===== config.mk =====
export PLATFORM = sky130hd
export DESIGN_NAME = device_tree_struct_walker_unit
export DESIGN_NICKNAME = d
export VERILOG_FILES = /design/src/hw/rtl/dtsw_pkg.sv /design/src/hw/rtl/dtsw_parse.sv /design/src/hw/rtl/dtsw_out_stage.sv /design/src/hw/rtl/device_tree_struct_walker_unit.sv
export SDC_FILE = /design/constraint.sdc
export NUM_CORES = 1
export LEC_CHECK = 0
export BUFFER_PORTS_ARGS = -buffer_cell sky130_fd_sc_hd__buf_2
export CAP_MARGIN = 5
export CELL_PAD_IN_SITES_DETAIL_PLACEMENT = 0
export CELL_PAD_IN_SITES_GLOBAL_PLACEMENT = 1
export CORE_UTILIZATION = 41
export DETAILED_ROUTE_END_ITERATION = 12
export GPL_ROUTABILITY_DRIVEN = 1
export MAX_ROUTING_LAYER = met4
export PLACE_DENSITY = 0.81
export REMOVE_ABC_BUFFERS = 1
export SYNTH_ARGS = -nofsm -noshare
export SYNTH_HDL_FRONTEND = slang
export SYNTH_SLANG_ARGS = --single-unit

===== constraint.sdc =====
create_clock -name clk -period 6.1 [get_ports clk]
set_input_delay 0.915 -clock clk [delete_from_list [all_inputs] [get_ports clk]]
set_output_delay 0.915 -clock clk [all_outputs]
set_load 0.02 [all_outputs]

===== src/hw/rtl/dtsw_pkg.sv =====
package dtsw_pkg;

    localparam int unsigned CfgW    = 21;
    localparam int unsigned OffsetW = 20;
    localparam int unsigned DepthW  = 7;
    localparam int unsigned WordsW  = 19;

    localparam logic [31:0] TagBegin   = 32'd1;
    localparam logic [31:0] TagEndNode = 32'd2;
    localparam logic [31:0] TagProp    = 32'd3;
    localparam logic [31:0] TagNop     = 32'd4;
    localparam logic [31:0] TagEnd     = 32'd9;

    typedef enum logic [2:0] {
        EV_NONE = 3'd0,
        EV_NODE = 3'd1,
        EV_END  = 3'd2,
        EV_BAD  = 3'd3,
        EV_PAST = 3'd4
    } event_t;

    typedef enum logic [1:0] {
        PH_TAG     = 2'd0,
        PH_NAME    = 2'd1,
        PH_PHDR    = 2'd2,
        PH_PAYLOAD = 2'd3
    } phase_t;

    typedef struct packed {
        event_t              ev;
        logic [OffsetW-1:0]  offset;
        logic [DepthW-1:0]   depth;
    } result_t;

    function automatic logic [31:0] swap32(input logic [31:0] w);
        swap32 = {w[7:0], w[15:8], w[23:16], w[31:24]};
    endfunction

endpackage


===== src/hw/rtl/dtsw_parse.sv =====
module dtsw_parse #(
    parameter int unsigned MAX_DEPTH = 64
) (
    input  logic                       clk,
    input  logic                       rst_n,
    input  logic                       accept,
    input  logic [31:0]                struct_word,
    input  logic                       first_word,
    input  logic [dtsw_pkg::CfgW-1:0]  limit,
    output dtsw_pkg::result_t          result
);

    localparam int unsigned DEPTH_W = $clog2(MAX_DEPTH + 1);
    localparam int unsigned PosW    = dtsw_pkg::CfgW;

    dtsw_pkg::phase_t               phase_reg, phase_next;
    logic [PosW-1:0]                pos_reg, pos_next;
    logic [DEPTH_W-1:0]             open_reg, open_next;
    logic [dtsw_pkg::WordsW-1:0]    left_reg, left_next;
    logic [1:0]                     hdr_reg, hdr_next;
    logic                           halted_reg, halted_next;

    dtsw_pkg::phase_t               phase_cur;
    logic [PosW-1:0]                pos_cur;
    logic [DEPTH_W-1:0]             open_cur;
    logic [dtsw_pkg::WordsW-1:0]    left_cur, left_dec;
    logic [1:0]                     hdr_cur;
    logic                           halted_cur;
    logic [31:0]                    w;
    logic [32:0]                    padded;
    logic [33:0]                    prop_end;
    logic                           past_word;
    logic                           name_done;

    always_comb
    begin
        phase_cur  = first_word ? dtsw_pkg::PH_TAG : phase_reg;
        pos_cur    = first_word ? '0 : pos_reg;
        open_cur   = first_word ? '0 : open_reg;
        left_cur   = first_word ? '0 : left_reg;
        hdr_cur    = first_word ? '0 : hdr_reg;
        halted_cur = first_word ? 1'b0 : halted_reg;

        w         = dtsw_pkg::swap32(struct_word);
        past_word = ({1'b0, pos_cur} + (PosW+1)'(4)) > {1'b0, limit};
        padded    = ({1'b0, w} + 33'd3) & ~33'd3;
        prop_end  = 34'(pos_cur) + 34'd8 + {1'b0, padded};
        name_done = (struct_word[31:24] == 8'd0) || (struct_word[23:16] == 8'd0) ||
                    (struct_word[15:8] == 8'd0) || (struct_word[7:0] == 8'd0);
        left_dec  = (left_cur != '0) ? left_cur - 1'b1 : left_cur;
    end

    always_comb
    begin
        phase_next  = phase_cur;
        pos_next    = pos_cur;
        open_next   = open_cur;
        left_next   = left_cur;
        hdr_next    = hdr_cur;
        halted_next = halted_cur;

        if (!halted_cur)
        begin
            if (past_word)
            begin
                halted_next = 1'b1;
            end
            else
            begin
                pos_next = pos_cur + PosW'(4);
                unique case (phase_cur)
                    dtsw_pkg::PH_TAG:
                    begin
                        if (w == dtsw_pkg::TagBegin)
                        begin
                            if (open_cur == DEPTH_W'(MAX_DEPTH))
                            begin
                                halted_next = 1'b1;
                            end
                            else
                            begin
                                open_next  = open_cur + 1'b1;
                                phase_next = dtsw_pkg::PH_NAME;
                            end
                        end
                        else if (w == dtsw_pkg::TagEndNode)
                        begin
                            if (open_cur == '0)
                            begin
                                halted_next = 1'b1;
                            end
                            else
                            begin
                                open_next = open_cur - 1'b1;
                            end
                        end
                        else if (w == dtsw_pkg::TagProp)
                        begin
                            phase_next = dtsw_pkg::PH_PHDR;
                            hdr_next   = 2'd2;
                        end
                        else if (w == dtsw_pkg::TagNop)
                        begin
                            phase_next = phase_cur;
                        end
                        else
                        begin
                            halted_next = 1'b1;
                        end
                    end
                    dtsw_pkg::PH_NAME:
                    begin
                        if (name_done)
                        begin
                            phase_next = dtsw_pkg::PH_TAG;
                        end
                    end
                    dtsw_pkg::PH_PHDR:
                    begin
                        if (hdr_cur == 2'd2)
                        begin
                            if (prop_end > 34'(limit))
                            begin
                                halted_next = 1'b1;
                            end
                            else
                            begin
                                left_next = padded[dtsw_pkg::WordsW+1:2];
                                hdr_next  = 2'd1;
                            end
                        end
                        else
                        begin
                            hdr_next   = 2'd0;
                            phase_next = (left_cur == '0) ? dtsw_pkg::PH_TAG
                                                          : dtsw_pkg::PH_PAYLOAD;
                        end
                    end
                    dtsw_pkg::PH_PAYLOAD:
                    begin
                        left_next = left_dec;
                        if (left_dec == '0)
                        begin
                            phase_next = dtsw_pkg::PH_TAG;
                        end
                    end
                    default:
                    begin
                        phase_next = dtsw_pkg::PH_TAG;
                    end
                endcase
            end
        end
    end

    always_comb
    begin
        result = '{ev: dtsw_pkg::EV_NONE, offset: '0, depth: '0};

        if (!halted_cur)
        begin
            if (past_word)
            begin
                result.ev = dtsw_pkg::EV_PAST;
            end
            else
            begin
                unique case (phase_cur)
                    dtsw_pkg::PH_TAG:
                    begin
                        if (w == dtsw_pkg::TagBegin)
                        begin
                            if (open_cur == DEPTH_W'(MAX_DEPTH))
                            begin
                                result.ev = dtsw_pkg::EV_BAD;
                            end
                            else
                            begin
                                result.ev     = dtsw_pkg::EV_NODE;
                                result.offset = dtsw_pkg::OffsetW'(pos_cur);
                                result.depth  = dtsw_pkg::DepthW'(open_cur);
                            end
                        end
                        else if (w == dtsw_pkg::TagEndNode)
                        begin
                            if (open_cur == '0)
                            begin
                                result.ev = dtsw_pkg::EV_BAD;
                            end
                        end
                        else if (w == dtsw_pkg::TagEnd)
                        begin
                            result.ev = dtsw_pkg::EV_END;
                        end
                        else if ((w != dtsw_pkg::TagProp) && (w != dtsw_pkg::TagNop))
                        begin
                            result.ev = dtsw_pkg::EV_BAD;
                        end
                    end
                    dtsw_pkg::PH_PHDR:
                    begin
                        if ((hdr_cur == 2'd2) && (prop_end > 34'(limit)))
                        begin
                            result.ev = dtsw_pkg::EV_PAST;
                        end
                    end
                    default:
                    begin
                    end
                endcase
            end
        end
    end

    always_ff @(posedge clk or negedge rst_n)
    begin
        if (!rst_n)
        begin
            phase_reg  <= dtsw_pkg::PH_TAG;
            pos_reg    <= '0;
            open_reg   <= '0;
            left_reg   <= '0;
            hdr_reg    <= '0;
            halted_reg <= 1'b0;
        end
        else if (accept)
        begin
            phase_reg  <= phase_next;
            pos_reg    <= pos_next;
            open_reg   <= open_next;
            left_reg   <= left_next;
            hdr_reg    <= hdr_next;
            halted_reg <= halted_next;
        end
    end

endmodule


===== src/hw/rtl/dtsw_out_stage.sv =====
module dtsw_out_stage (
    input  logic              clk,
    input  logic              rst_n,
    input  logic              load,
    input  dtsw_pkg::result_t result,
    output logic              space,
    output logic              out_valid,
    input  logic              out_ready,
    output dtsw_pkg::result_t held
);

    logic              valid_reg, valid_next;
    dtsw_pkg::result_t data_reg;

    // take a new beat whenever the held one is empty or leaving this cycle
    assign space      = !valid_reg || out_ready;
    assign valid_next = load || (valid_reg && !out_ready);

    always_ff @(posedge clk or negedge rst_n)
    begin
        if (!rst_n)
        begin
            valid_reg <= 1'b0;
        end
        else
        begin
            valid_reg <= valid_next;
        end
    end

    always_ff @(posedge clk)
    begin
        if (load)
        begin
            data_reg <= result;
        end
    end

    assign out_valid = valid_reg;
    assign held      = data_reg;

endmodule


===== src/hw/rtl/device_tree_struct_walker_unit.sv =====
// Device tree structure block walker.
// Input channel (in_valid/in_ready): one beat per big-endian structure word;
// first_word marks the first word of a block and clears the parse state.
// Output channel (out_valid/out_ready): exactly one beat per input beat,
// carrying event_res, and tag_offset/node_depth for begin-node events.
// cfg_wr_en/cfg_wr_data set the structure block size in bytes; write it
// only while no beats are in flight.
// Each accepted word is parsed combinationally into one result register;
// out_valid rises in the cycle after accept. Throughput: one word per cycle
// while out_ready is high. in_ready is high while that register is empty
// or being drained; a stalled receiver holds the result and drops in_ready.
// Reset clears the parse state, the halt flag, the size register and the
// output valid. After an end tag, a bad structure or an overrun the walker
// reports event 0 for every word until first_word starts a new block.
module device_tree_struct_walker_unit #(
    parameter int unsigned MAX_BLOCK_BYTES = 1048576,
    parameter int unsigned MAX_DEPTH       = 64
) (
    input  logic                          clk,
    input  logic                          rst_n,
    input  logic                          cfg_wr_en,
    input  logic [dtsw_pkg::CfgW-1:0]     cfg_wr_data,
    input  logic                          in_valid,
    output logic                          in_ready,
    input  logic [31:0]                   struct_word,
    input  logic                          first_word,
    output logic                          out_valid,
    input  logic                          out_ready,
    output logic [2:0]                    event_res,
    output logic [dtsw_pkg::OffsetW-1:0]  tag_offset,
    output logic [dtsw_pkg::DepthW-1:0]   node_depth
);

    localparam longint unsigned CfgMax   = (64'd1 << dtsw_pkg::CfgW) - 64'd1;
    localparam longint unsigned LimitCap = (64'(MAX_BLOCK_BYTES) > CfgMax) ? CfgMax
                                                                  : 64'(MAX_BLOCK_BYTES);

    logic [dtsw_pkg::CfgW-1:0] size_reg;
    logic [dtsw_pkg::CfgW-1:0] limit;
    logic                      accept;
    logic                      space;
    dtsw_pkg::result_t         result;
    dtsw_pkg::result_t         held;

    always_ff @(posedge clk or negedge rst_n)
    begin
        if (!rst_n)
        begin
            size_reg <= '0;
        end
        else if (cfg_wr_en)
        begin
            size_reg <= cfg_wr_data;
        end
    end

    assign limit    = (64'(size_reg) > LimitCap) ? dtsw_pkg::CfgW'(LimitCap) : size_reg;
    assign in_ready = space;
    assign accept   = in_valid && space;

    dtsw_parse #(
        .MAX_DEPTH (MAX_DEPTH)
    ) u_parse (
        .clk         (clk),
        .rst_n       (rst_n),
        .accept      (accept),
        .struct_word (struct_word),
        .first_word  (first_word),
        .limit       (limit),
        .result      (result)
    );

    dtsw_out_stage u_out (
        .clk       (clk),
        .rst_n     (rst_n),
        .load      (accept),
        .result    (result),
        .space     (space),
        .out_valid (out_valid),
        .out_ready (out_ready),
        .held      (held)
    );

    assign event_res  = held.ev;
    assign tag_offset = held.offset;
    assign node_depth = held.depth;

endmodule

Word level (Yosys, flattened, before mapping)
Cells that the tools add are included.
{ "totals": {"register_bits": 104, "out_inout_bits": 32, "wordCells": 120} }
{ "classes": {"n_addsub": 8, "n_lt_le_gt_ge": 3, "eq_ne": 12, "n_mux": 61, "n_bitwise": 2, "reduce_logical": 22} }
{ "op_table": {"columns": ["operator", "n"], "rows": [
  ["$mux W19", 6],
  ["$mux W21", 4],
  ["$eq A32 B2 Y1 const B", 2],
  ["$mux W7", 8],
  ["$mux W2", 22],
  ["$logic_not A19 Y1", 2],
  ["$pmux W19 S2", 1],
  ["$add A34 B33 Y34", 1],
  ["$gt A34 B21 Y1", 1],
  ["$add A32 B2 Y33 const B", 1],
  ["$eq A32 B1 Y1 const B", 1],
  ["$eq A32 B3 Y1 const B", 1],
  ["$eq A32 B4 Y1 const B", 1],
  ["$logic_not A8 Y1", 4],
  ["$ne A32 B2 Y1 const B", 1],
  ["$ne A32 B3 Y1 const B", 1],
  ["$add A21 B3 Y22 const B", 1],
  ["$add A21 B4 Y22 const B", 1],
  ["$gt A22 B21 Y1", 1],
  ["$add A21 B3 Y21 const B", 1],
  ["$gt A21 B21 Y1 const B", 1],
  ["$reduce_bool A19 Y1", 1],
  ["$sub A19 B1 Y19 const B", 1],
  ["$mux W3", 5],
  ["18 further kinds", 39]
]} }

Longest topological paths before layout
Gate-level depths: netlist (run 1).
{ "logic_depth": {"word_depth": 9, "ltp_mapped": 33, "depth_no_buf": 29} }

Modules after synthesis
A second synthesis (run 1) with hierarchy kept.
{ "unflattened": {"cells_unflattened": 1128, "area_unflattened_um2": 9684.3} }
{ "modules_own_cells": {"columns": ["module", "n_inst", "cells_per_inst", "area_per_inst_um2"], "rows": [
  ["dtsw_parse", 1, 1027, 7731.2],
  ["device_tree_struct_walker_unit", 1, 68, 1004.7],
  ["dtsw_out_stage", 1, 33, 948.4]
]} }

Least setup slack after synthesis (run 1)
OpenSTA, ideal clock, no wires.
{ "synth_path": {"kind": "input-to-reg", "from": "in first_word", "to": "reg u_parse.left_reg[18] (netlist name)", "setup_ns": 0.126, "arrival_time_ns": 7.290, "t_required_ns": 5.974, "setup_slack_ns": -1.316, "cell_stages": 30, "path_buffers": 4, "cell_sequence": "clkbuf_1 -> inv_1 -> clkbuf_1 -> buf_1 -> nand2_1 -> inv_1 -> ha_1 -> nand3_1 -> nor3_1 -> and4_1 -> xor2_1 -> ha_1 -> a21oi_1 -> o211ai_1 -> nor3_1 -> o21ai_0 -> a31o_2 -> a21oi_1 -> xnor2_1 -> ha_1 -> a211oi_1 -> nand2_1 -> a211oi_1 -> a211oi_1 -> a2111o_1 -> or3b_2 -> or3_1 -> buf_6 -> a21o_1 -> a221o_1"} }
{ "synth_via": {"elab_chain_cells": 9, "word_cells_on_any_way": 21} }
{ "synth_lines": {"columns": ["item", "line", "source"], "rows": [
  ["start, declared", "device_tree_struct_walker_unit.sv:26", "input logic first_word,"],
  ["$mux W21 *", "dtsw_parse.sv:38", "pos_cur = first_word ? '0 : pos_reg;"],
  ["named net u_parse.pos_cur[3]", "dtsw_parse.sv:24", "logic [PosW-1:0] pos_cur;"],
  ["$add A21 B4 Y22", "dtsw_parse.sv:47", "prop_end = 34'(pos_cur) + 34'd8 + {1'b0, padded};"],
  ["$add A34 B33 Y34", "dtsw_parse.sv:47", null],
  ["$gt A34 B21 Y1", "dtsw_parse.sv:122", "if (prop_end > 34'(limit))"],
  ["$mux W19", "dtsw_parse.sv:122", null],
  ["$mux W19", "dtsw_parse.sv:120", "if (hdr_cur == 2'd2)"],
  ["$pmux W19 S2", "dtsw_parse.sv:71", "unique case (phase_cur)"],
  ["$mux W19 *", "dtsw_parse.sv:64", "if (past_word)"],
  ["$mux W19 *", "dtsw_parse.sv:62", "if (!halted_cur)"],
  ["end signal, assigned", "dtsw_parse.sv:231", "left_reg <= left_next;"],
  ["end, declared", "dtsw_parse.sv:19", "logic [dtsw_pkg::WordsW-1:0] left_reg, left_next;"]
]} }
Mark *: on every way through the listed nets, which the timed path passes. The rest lies on a longest branch.
A chain may end at the register's enable or synchronous reset.

Worst setup path in the final report (run 1)
{ "layout_path": {"from": "in first_word", "to": "reg u_parse.left_reg[6] (netlist name)"} }
{ "layout_via": {"elab_chain_cells": 9, "word_cells_on_any_way": 21} }
{ "layout_lines": {"columns": ["item", "line"], "rows": [
  ["$mux W21", "dtsw_parse.sv:38"],
  ["$add A21 B4 Y22", "dtsw_parse.sv:47"],
  ["$add A34 B33 Y34", "dtsw_parse.sv:47"],
  ["$gt A34 B21 Y1", "dtsw_parse.sv:122"],
  ["$mux W19", "dtsw_parse.sv:122"],
  ["$mux W19", "dtsw_parse.sv:120"],
  ["$pmux W19 S2", "dtsw_parse.sv:71"],
  ["$mux W19", "dtsw_parse.sv:64"],
  ["$mux W19 *", "dtsw_parse.sv:62"]
]} }
Every way passes the cells marked *; elsewhere a longest branch is shown, timed or not.

==> impl_results.md, run 1 <==
* CP endpoint kind: flop
* Total Wirelength at 31.55 mm
* CP Launch Type: input pin
* Final TNS setup at 0 ps
* Gr usage total at about 28%
* Slew headroom at between 30% and 40%
* Clock buffer depth at 2
* Min cycle time layout at 5999 ps
* Synthesis-stage register bit count at 104
* Vias per cell at between 5 and 6
* PwrDens at 157.2 nW/um2
* # Max-Cap Violations at 0
* CP max FO at 5
* Count leader, synth: nand2_1
* Overall power at between 1.5 and 2 mW
* RSZ-0062 raised after global routing: true
* CTS sink cnt at 104
* Die X-Extent at about 150 um
* Layout cells sized above 1 at around 29%
* Final Hold Fails at 0
* Busiest grt layer: met2
* Main area contributors after synthesis: dfrtp_1 (20%), edfxtp_1 (9.7%), ha_1 (8.9%), nand2_1 (5.1%), xnor2_1 (5.0%)
* Clk pwr share at 32.3%
* Io pins at between 90 and 100
* Layout Skew at 14.46 ps
* RD Place Congestion at approximately 0.97
* Hold buffers post-CTS at 0
* Peak VDD IR at 0.1470 mV
* Hold slack final at 361.2 ps
* First DRT Iteration DRCs at between 1000 and 1500
* Synthesized area at 9311 um2
* Comb power frac at 27.2%
* Pint at 1.287 mW
* CTS tree: done
* WP data required at 6340 ps
* Worst-Skew Late Latency at 370 ps
* Initial Util at between 40% and 50%
* Placed cells at 1640
* Worst min path class: in -> async
* CTS Root Cell: clkbuf_16
* Area grow syn2layout at 30.39%
* Number of antenna violations at the first check in global routing at 0
* Synth Warn # at 0
* Mapped Cells at 1135
* Post-DRT Antenna Nets at 0
* Die ar. at 23320 um2
* Fmax at approximately 0.17 GHz
* Mapped Avg Cell Area at 8.204 um2
* Status: finished clean
* Rows at 54
* Dpl ws at -875.2 ps
* Clk slew on worst S/H paths at 80 ps
* Global routing usage on met2 at a little over two fifths
* Slew Viols, Final at 0
* Seq/Total Area, Yosys at 29.56%
* Worst-Margin Slew at 991.5 ps
* Pre-antenna DRT Iters at 9
* DR WL/cell at 18.83 um
* Setup ws final at 100.8 ps
* Remaining global-route overflow at 0
* Post-route DRC violation count at 0
* Synth unique cells at 80
* Top cells by count, synth: nand2_1 (127), nor2_1 (110), a21oi_1 (77), dfrtp_1 (74), o21ai_0 (67)
* Switching power at 0.6216 mW
* CP arrival at around 6200 ps
* Post-synth EDFFs at 30
* First-pass GRT wire length at 49.39 mm
* GR Util met3 at 3.242%
* Vias at 9715
* Leakage power total at 5.438 nW
* Vias in the first global route at 9180
* Final Instance Area at 12140 um2
* Cell Count, Final, Fillers Out at 1676
* Cell taking the most area after synthesis: dfrtp_1
* Switch share at 32.56%
* I/O Buffers at 90
* Final period utilization at approximately 98%
* Setup CP Type: in -> reg
* Final setup fails at 0
* Flop pwr share at 40.5%
* Core area at 22030 um2
* Hpwl dp at ~24 mm
* Ys async rst share at 71.15%
* Final Util at 55.12%
* Cell Area, Placed at 11280 um2
* Max reg flops at 30
* Num CTS Buffers at 9
* Largest net degree at the start of global routing at 64
* H-tree depth at 3
* Die Y at roughly 150 um
* Final Net Count at roughly 1500
* Met1 Use GR at 38.75%
* Top FF cell, synth: dfrtp_1
* Diodes inserted at 0
* Synth top area share at between 10% and 20%
-- layout by cell type (no fill, tap or decap), drive strengths merged, types with 8 or more instances in the layout --
| cell | synthesis | layout |
|---|---|---|
| mux2 | 24 | 24 |
| nand2b | 13 | 13 |
| nor2 | 110 | 110 |
| dfrtp | 74 | 74 |
| edfxtp | 30 | 30 |
| inv | 34 | 37 |
| o21ai | 70 | 70 |
| ha | 66 | 66 |
| clkbuf | 34 | 11 |
| nor2b | 28 | 28 |
| a22o | 14 | 14 |
| xor2 | 32 | 32 |
| o21a | 8 | 8 |
| and2 | 15 | 15 |
| nand4 | 27 | 27 |
| o31ai | 8 | 8 |
| nor3 | 40 | 40 |
| xnor2 | 54 | 54 |
| a21oi | 77 | 77 |
| nor4 | 28 | 28 |
| a21o | 18 | 18 |
| nand2 | 127 | 127 |
| nand3 | 34 | 34 |
| or3 | 13 | 13 |
| and3 | 18 | 18 |
| mux2i | 8 | 8 |
| buf | 10 | 288 |
| a31oi | 12 | 12 |
-- path summary, 6_finish.rpt --
| path | startpoint | endpoint | slack [ps] | depth (start not counted) |
|---|---|---|---|---|
| setup / recovery | first_word | u_parse.left_reg[6]$_DFFE_PN0P_ | 100 | 26 |
| hold / removal | rst_n | size_reg[15]$_DFFE_PN0P_ | 360 | 1 |
| max in group asynchronous | rst_n | u_parse.open_reg[3]$_DFFE_PN0P_ | 4590 | 2 |
| min in group clk | u_parse.open_reg[6]$_DFFE_PN0P_ | u_parse.open_reg[6]$_DFFE_PN0P_ | 500 | 1 |
| setup reg to reg | u_parse.pos_reg[5]$_DFFE_PN0P_ | u_parse.left_reg[6]$_DFFE_PN0P_ | 500 | 25 |
| hold reg to reg | u_parse.open_reg[6]$_DFFE_PN0P_ | u_parse.open_reg[6]$_DFFE_PN0P_ | 500 | 1 |
-- cells by family after synthesis --
group | synth area share (%)
AOI/OAI and AO/OA | 19.95
muxes | 3.762
adders and majority gates | 9.084
and+or+nand+nor | 25.99
DFF | 29.56
xor gates and xnor gates | 8.291
buffers and inverters | 3.359
-- what timing repair did --
| action | 4_1_cts | 5_1_grt |
|---|---|---|
| hold endpoints to repair | 0 | 0 |
| cloned | 0 | 1 |
| setup endpoints to repair | 23 | 22 |
| setup buffers | 3 | 16 |
| gates resized for setup | 30 | 56 |
| pin swaps | 14 | 41 |
-- per-layer routing --
| metal | part of all wire [%] | vias up |
|---|---|---|
| met5 | 0 | - |
| met4 | 1.4 | 0 |
| met3 | 6.7 | 30 |
| met2 | 45 | 381 |
| met1 | 47 | 4611 |
| li1 | - | 4693 |
-- power groups by stage --
| stage | clock network [mW] | registers [mW] | logic, mW |
|---|---|---|---|
| after floorplan | 0 | 0.792 | 0.241 |
| after global placement | 0 | 0.785 | 0.483 |
| after detailed placement | 0 | 0.786 | 0.486 |
| after CTS | 0.624 | 0.771 | 0.496 |
| after global routing | 0.647 | 0.776 | 0.566 |
| final | 0.616 | 0.773 | 0.520 |
-- final cells by class --
| type | count | area, um2 |
|---|---|---|
| inverter | 35 | 131.4 |
| tap | 280 | 350.3 |
| fill | 2080 | 9884 |
| sequential | 104 | 2753 |
| multi-input combinational | 952 | 6599 |
| clock buffer | 10 | 229.0 |
| clock inverter | 6 | 73.82 |
| timing repair buffer | 289 | 2006 |
-- worst max-delay path: stages --
cell      delay (ps)
buf_12           110
buf_8            130
nor2b_1          150
nand2_1          110
or3_1            440
nor3_2           240
xnor2_1          110
nor2_1           240
ha_1             290
nand2_1          100
o211ai_1         100
nor3_1           120
o21ai_1          110
a31o_2           270
a21oi_2          140
xnor2_1          150
ha_1             290
a211oi_2         190
nand2_1          100
a211oi_2         180
a211oi_2          90
a2111o_1         390
or3b_4           390
or3_4            350
a21o_1           220
a221o_1          310
(Power assumes the default switching activity.)
==> run 2, diff against run 1 <==
--- a/config.mk
+++ b/config.mk
@@ -5,15 +5,16 @@
 export SDC_FILE = /design/constraint.sdc
 export NUM_CORES = 1
 export LEC_CHECK = 0
+export ABC_AREA = 1
 export BUFFER_PORTS_ARGS = -buffer_cell sky130_fd_sc_hd__buf_2
 export CAP_MARGIN = 5
 export CELL_PAD_IN_SITES_DETAIL_PLACEMENT = 0
 export CELL_PAD_IN_SITES_GLOBAL_PLACEMENT = 1
-export CORE_UTILIZATION = 41
+export CORE_UTILIZATION = 40
 export DETAILED_ROUTE_END_ITERATION = 12
 export GPL_ROUTABILITY_DRIVEN = 1
 export MAX_ROUTING_LAYER = met4
-export PLACE_DENSITY = 0.81
+export PLACE_DENSITY = 0.83
 export REMOVE_ABC_BUFFERS = 1
 export SYNTH_ARGS = -nofsm -noshare
 export SYNTH_HDL_FRONTEND = slang
==> run 2 against run 1 <==
Net effect:
- design area shrank 4.3%
- critical path depth grew 12
- clock power grew 1%
- area after synthesis grew 11%
- worst hold slack gained 32 ps
- combinational power grew to 4.3 times the previous value
- critical path type unchanged
==> impl_results.md, run 2 <==
* Status: finished clean (unchanged)
* Top cells by count, synth: nand2_1 (395), nor2_1 (236), inv_1 (222), a21oi_1 (90), nand3_1 (87) (was nand2_1 (127), nor2_1 (110), a21oi_1 (77), dfrtp_1 (74), o21ai_0 (67))
* Max reg flops at 30 (unchanged)
* Synth top area share at 17.88% (was 19.89%)
* CP max-delay cell: ha_1 (was or3_1)
* Count leader, synth: nand2_1 (unchanged)
* Post-DRT Antenna Nets at 0 (unchanged)
* Synthesized area at 10350 um2 (was 9311 um2)
* R2r setup slk at 910 ps (was 500 ps)
* Final period utilization at 91.74% (was 98.35%)
* CP max FO at 10 (was 5)
* CP endpoint kind: flop (unchanged)
* Leakage power total at 5.737 nW (was 5.438 nW)
* Io pins at 91 (unchanged)
* Slew headroom at 32.30% (was 33.29%)
* DR WL/cell at 16.88 um (was 18.83 um)
* Fmax at 0.1787 GHz (was 0.1667 GHz)
* Largest net degree at the start of global routing at 57 (was 64)
* # Max-Cap Violations at 0 (unchanged)
* CP arrival at 5810 ps (was 6240 ps)
* Die X-Extent at 162.9 um (was 152.7 um)
* Ys async rst share at 71.15% (unchanged)
* Clock buffer depth at 2 (unchanged)
* Remaining global-route overflow at 0 (unchanged)
* Worst-Margin Slew at 1014 ps (was 991.5 ps)
* Pre-antenna DRT Iters at 5 (was 9)
* Area grow syn2layout at 12.18% (was 30.39%)
* Crit path to: u_parse.hdr_reg[1]$_DFFE_PN0P_ (was u_parse.left_reg[6]$_DFFE_PN0P_)
* RD Place Congestion at 0.9600 (was 0.9677)
* CTS Root Cell: clkbuf_16 (unchanged)
* Most frequent cells in the layout: nand2_1 (394), nor2_1 (233), inv_1 (221) (was buf_4 (193), nand2_1 (125), nor2_1 (104))
* Pint at 1.937 mW (was 1.287 mW)
* RSZ-0062 raised after global routing: false (was true)
* WP data required at 6310 ps (was 6340 ps)
* Initial Util at 41.00% (was 42.27%)
* Final setup fails at 0 (unchanged)
* Post-route DRC violation count at 0 (unchanged)
* Core area at 25250 um2 (was 22030 um2)
* Clk slew on worst S/H paths at 90 ps (was 80 ps)
* Worst-Skew Late Latency at 370 ps (about the same)
* Flop pwr share at 25.7% (was 40.5%)
* Slowest stage delay, CP at 350 ps (was 440 ps)
* Vias at 10770 (was 9715)
* Synth unique cells at 50 (was 80)
* Vias per cell at 5.316 (was 5.797)
* Total Wirelength at 34.20 mm (was 31.55 mm)
* Comb power frac at 57.9% (was 27.2%)
* R2r endpoint: u_parse.hdr_reg[1]$_DFFE_PN0P_ (was u_parse.left_reg[6]$_DFFE_PN0P_)
* Final Hold Fails at 0 (unchanged)
* Clk pwr share at 16.3% (was 32.3%)
* Peak VDD IR at 0.1449 mV (was 0.1470 mV)
* CTS sink cnt at 104 (unchanged)
* Rows at 58 (was 54)
* Seq/Total Area, Yosys at 26.58% (was 29.56%)
* Cell Count, Final, Fillers Out at 2026 (was 1676)
* PwrDens at 328.4 nW/um2 (was 157.2 nW/um2)
* First-pass GRT wire length at 53.26 mm (was 49.39 mm)
* Setup CP Type: in -> reg (unchanged)
* Post-CTS setup buffer count at 0 (was 3)
* Mapped Cells at 1597 (was 1135)
* Most common cell after layout, fill and taps aside: nand2_1 (was buf_4)
* Num CTS Buffers at 9 (unchanged)
* First DRT Iteration DRCs at 829 (was 1023)
* Vias in the first global route at 9771 (was 9180)
* Final Net Count at 1816 (was 1517)
* Gr usage total at 26.70% (was 27.51%)
* Synthesis-stage register bit count at 104 (unchanged)
* Post-synth EDFFs at 30 (unchanged)
* Worst min path class: in -> async (unchanged)
* Layout cells sized above 1 at 11.62% (was 28.72%)
* Synth Warn # at 0 (unchanged)
* Die ar. at 26530 um2 (was 23320 um2)
* Hpwl dp at 27.28 mm (was 24.20 mm)
* CTS tree: done (unchanged)
* Die Y at 162.9 um (was 152.7 um)
* Top FF cell, synth: dfrtp_1 (unchanged)
* Worst Reg-to-Reg Cells at 39 (was 25)
* I/O Buffers at 90 (unchanged)
* H-tree depth at 3 (unchanged)
* Worst flop-to-flop path startpoint: u_parse.pos_reg[4]$_DFFE_PN0P_ (was u_parse.pos_reg[5]$_DFFE_PN0P_)
* Number of antenna violations at the first check in global routing at 1 (was 0)
* Crit-path most repeated cell: nand2_1
* Final Util at 46.00% (was 55.12%)
* Placed cells at 2009 (was 1640)
* Layout Skew at 17.56 ps (was 14.46 ps)
* Switch share at 49.24% (was 32.56%)
* CP Launch Type: input pin (unchanged)
* Main area contributors after synthesis: dfrtp_1 (18%), nand2_1 (14%), edfxtp_1 (8.7%), nor2_1 (8.6%), inv_1 (8.0%) (was dfrtp_1 (20%), edfxtp_1 (9.7%), ha_1 (8.9%), nand2_1 (5.1%), xnor2_1 (5.0%))
* Mapped Avg Cell Area at 6.484 um2 (was 8.204 um2)
* Min cycle time layout at 5596 ps (was 5999 ps)
* CP Launch Point: first_word (unchanged)
* Cell taking the most area after synthesis: dfrtp_1 (unchanged)
* Final TNS setup at 0 ps (unchanged)
* Switching power at 1.879 mW (was 0.6216 mW)
* Layout filler cell count at 2704 (was 2080)
* Slew Viols, Final at 0 (unchanged)
[run 2: cell count changes after synthesis, moves of 28 or more]
cell | before | now
nor2b_1 | 28 | 0
xor2_1 | 32 | 60
nor2_1 | 110 | 236
inv_1 | 34 | 222
xnor2_1 | 53 | 17
nand2_1 | 127 | 395
nand3_1 | 34 | 87
[run 2: through the flow]
stage / power (mW) / hold slack, ps / setup WS [ps] / cell area, um2
2_1_floorplan: 2.517 / 448.8 / 798.5 / 10180
3_3_place_gp: 3.126 / 461.6 / 77.64 / 11270
3_5_place_dp: 3.149 / 465.6 / 126.1 / 11270
4_1_cts: 3.787 / 390.8 / 469.7 / 11580
5_1_grt: 4.158 / 398.3 / 2.841 / 11620
6_report: 3.815 / 393.2 / 503.8 / 11620
[run 2: final cells by class]
cell class / count / area [um2] / area share, %
diodes: 1 / 2.502 / 0.02154
inverters: 229 / 860.8 / 7.411
clock inverters: 7 / 85.08 / 0.7324
repair buffers: 119 / 670.6 / 5.773
well taps: 330 / 412.9 / 3.555
flip-flops and latches: 104 / 2753 / 23.70
clock buffers: 9 / 225.2 / 1.939
multi-input cells: 1227 / 6606 / 56.87
[run 2: repair_timing]
| item | CTS | global route |
|---|---|---|
| endpoints found under the setup margin | 0 | 19 |
| resized for setup | 0 | 9 |
| hold buffers | 0 | 0 |
| hold endpoints to repair | 0 | 0 |
[run 2: logic make-up (layout without fill, tap and decap cells)]
kind of cell | count (synthesis) | in the layout | share of synthesized area (%)
AOI/OAI and AO/OA | 237 | 237 | 12.82
xor gates and xnor gates | 77 | 77 | 6.513
adders and majority gates | 67 | 67 | 8.168
buffers and inverters | 266 | 364 | 9.993
DFF | 104 | 104 | 26.58
muxes | 12 | 12 | 1.305
other | 0 | 1 | 0
and+or+nand+nor | 834 | 834 | 34.62
[run 2: layer usage]
| layer | vias up | routed length, um | global-route usage, % |
|---|---|---|---|
| li1 | 5402 | - | - |
| met1 | 4990 | 16460 | 37.25 |
| met2 | 341 | 15330 | 41.64 |
| met3 | 38 | 1749 | 2.292 |
| met4 | 0 | 667 | 6.245 |
| met5 | - | 0 | - |
[run 2: power by group through the flow]
| stage | logic, mW | registers [mW] | clock network, mW |
|---|---|---|---|
| floorplan | 1.53 | 0.984 | 0 |
| global route | 2.49 | 1.00 | 0.664 |
| CTS | 2.17 | 0.979 | 0.638 |
| finish | 2.21 | 0.981 | 0.624 |
| global placement | 2.14 | 0.986 | 0 |
| detailed placement | 2.16 | 0.991 | 0 |
[run 2: worst min path at each step]
stage               slack (ps)                          endpoint  cells after the start                             start
CTS                        390           size_reg[2]$_DFFE_PN0P_                      1                             rst_n
floorplan                  450  u_parse.left_reg[17]$_DFFE_PN0P_                      2  u_parse.left_reg[17]$_DFFE_PN0P_
finish                     390           size_reg[2]$_DFFE_PN0P_                      1                             rst_n
global route               400           size_reg[2]$_DFFE_PN0P_                      1                             rst_n
detailed placement         470   u_parse.left_reg[5]$_DFFE_PN0P_                      2   u_parse.left_reg[5]$_DFFE_PN0P_
global placement           460   u_parse.left_reg[6]$_DFFE_PN0P_                      2   u_parse.left_reg[6]$_DFFE_PN0P_
[run 2: critical path, delay by kind of cell]
family	cells	cell delay, ps
AND/OR/NAND/NOR	21	1860
AO/OA/AOI/OAI	9	1580
buffers and inverters	5	660
adder cells (fa/ha/maj)	2	630
XOR/XNOR	1	170
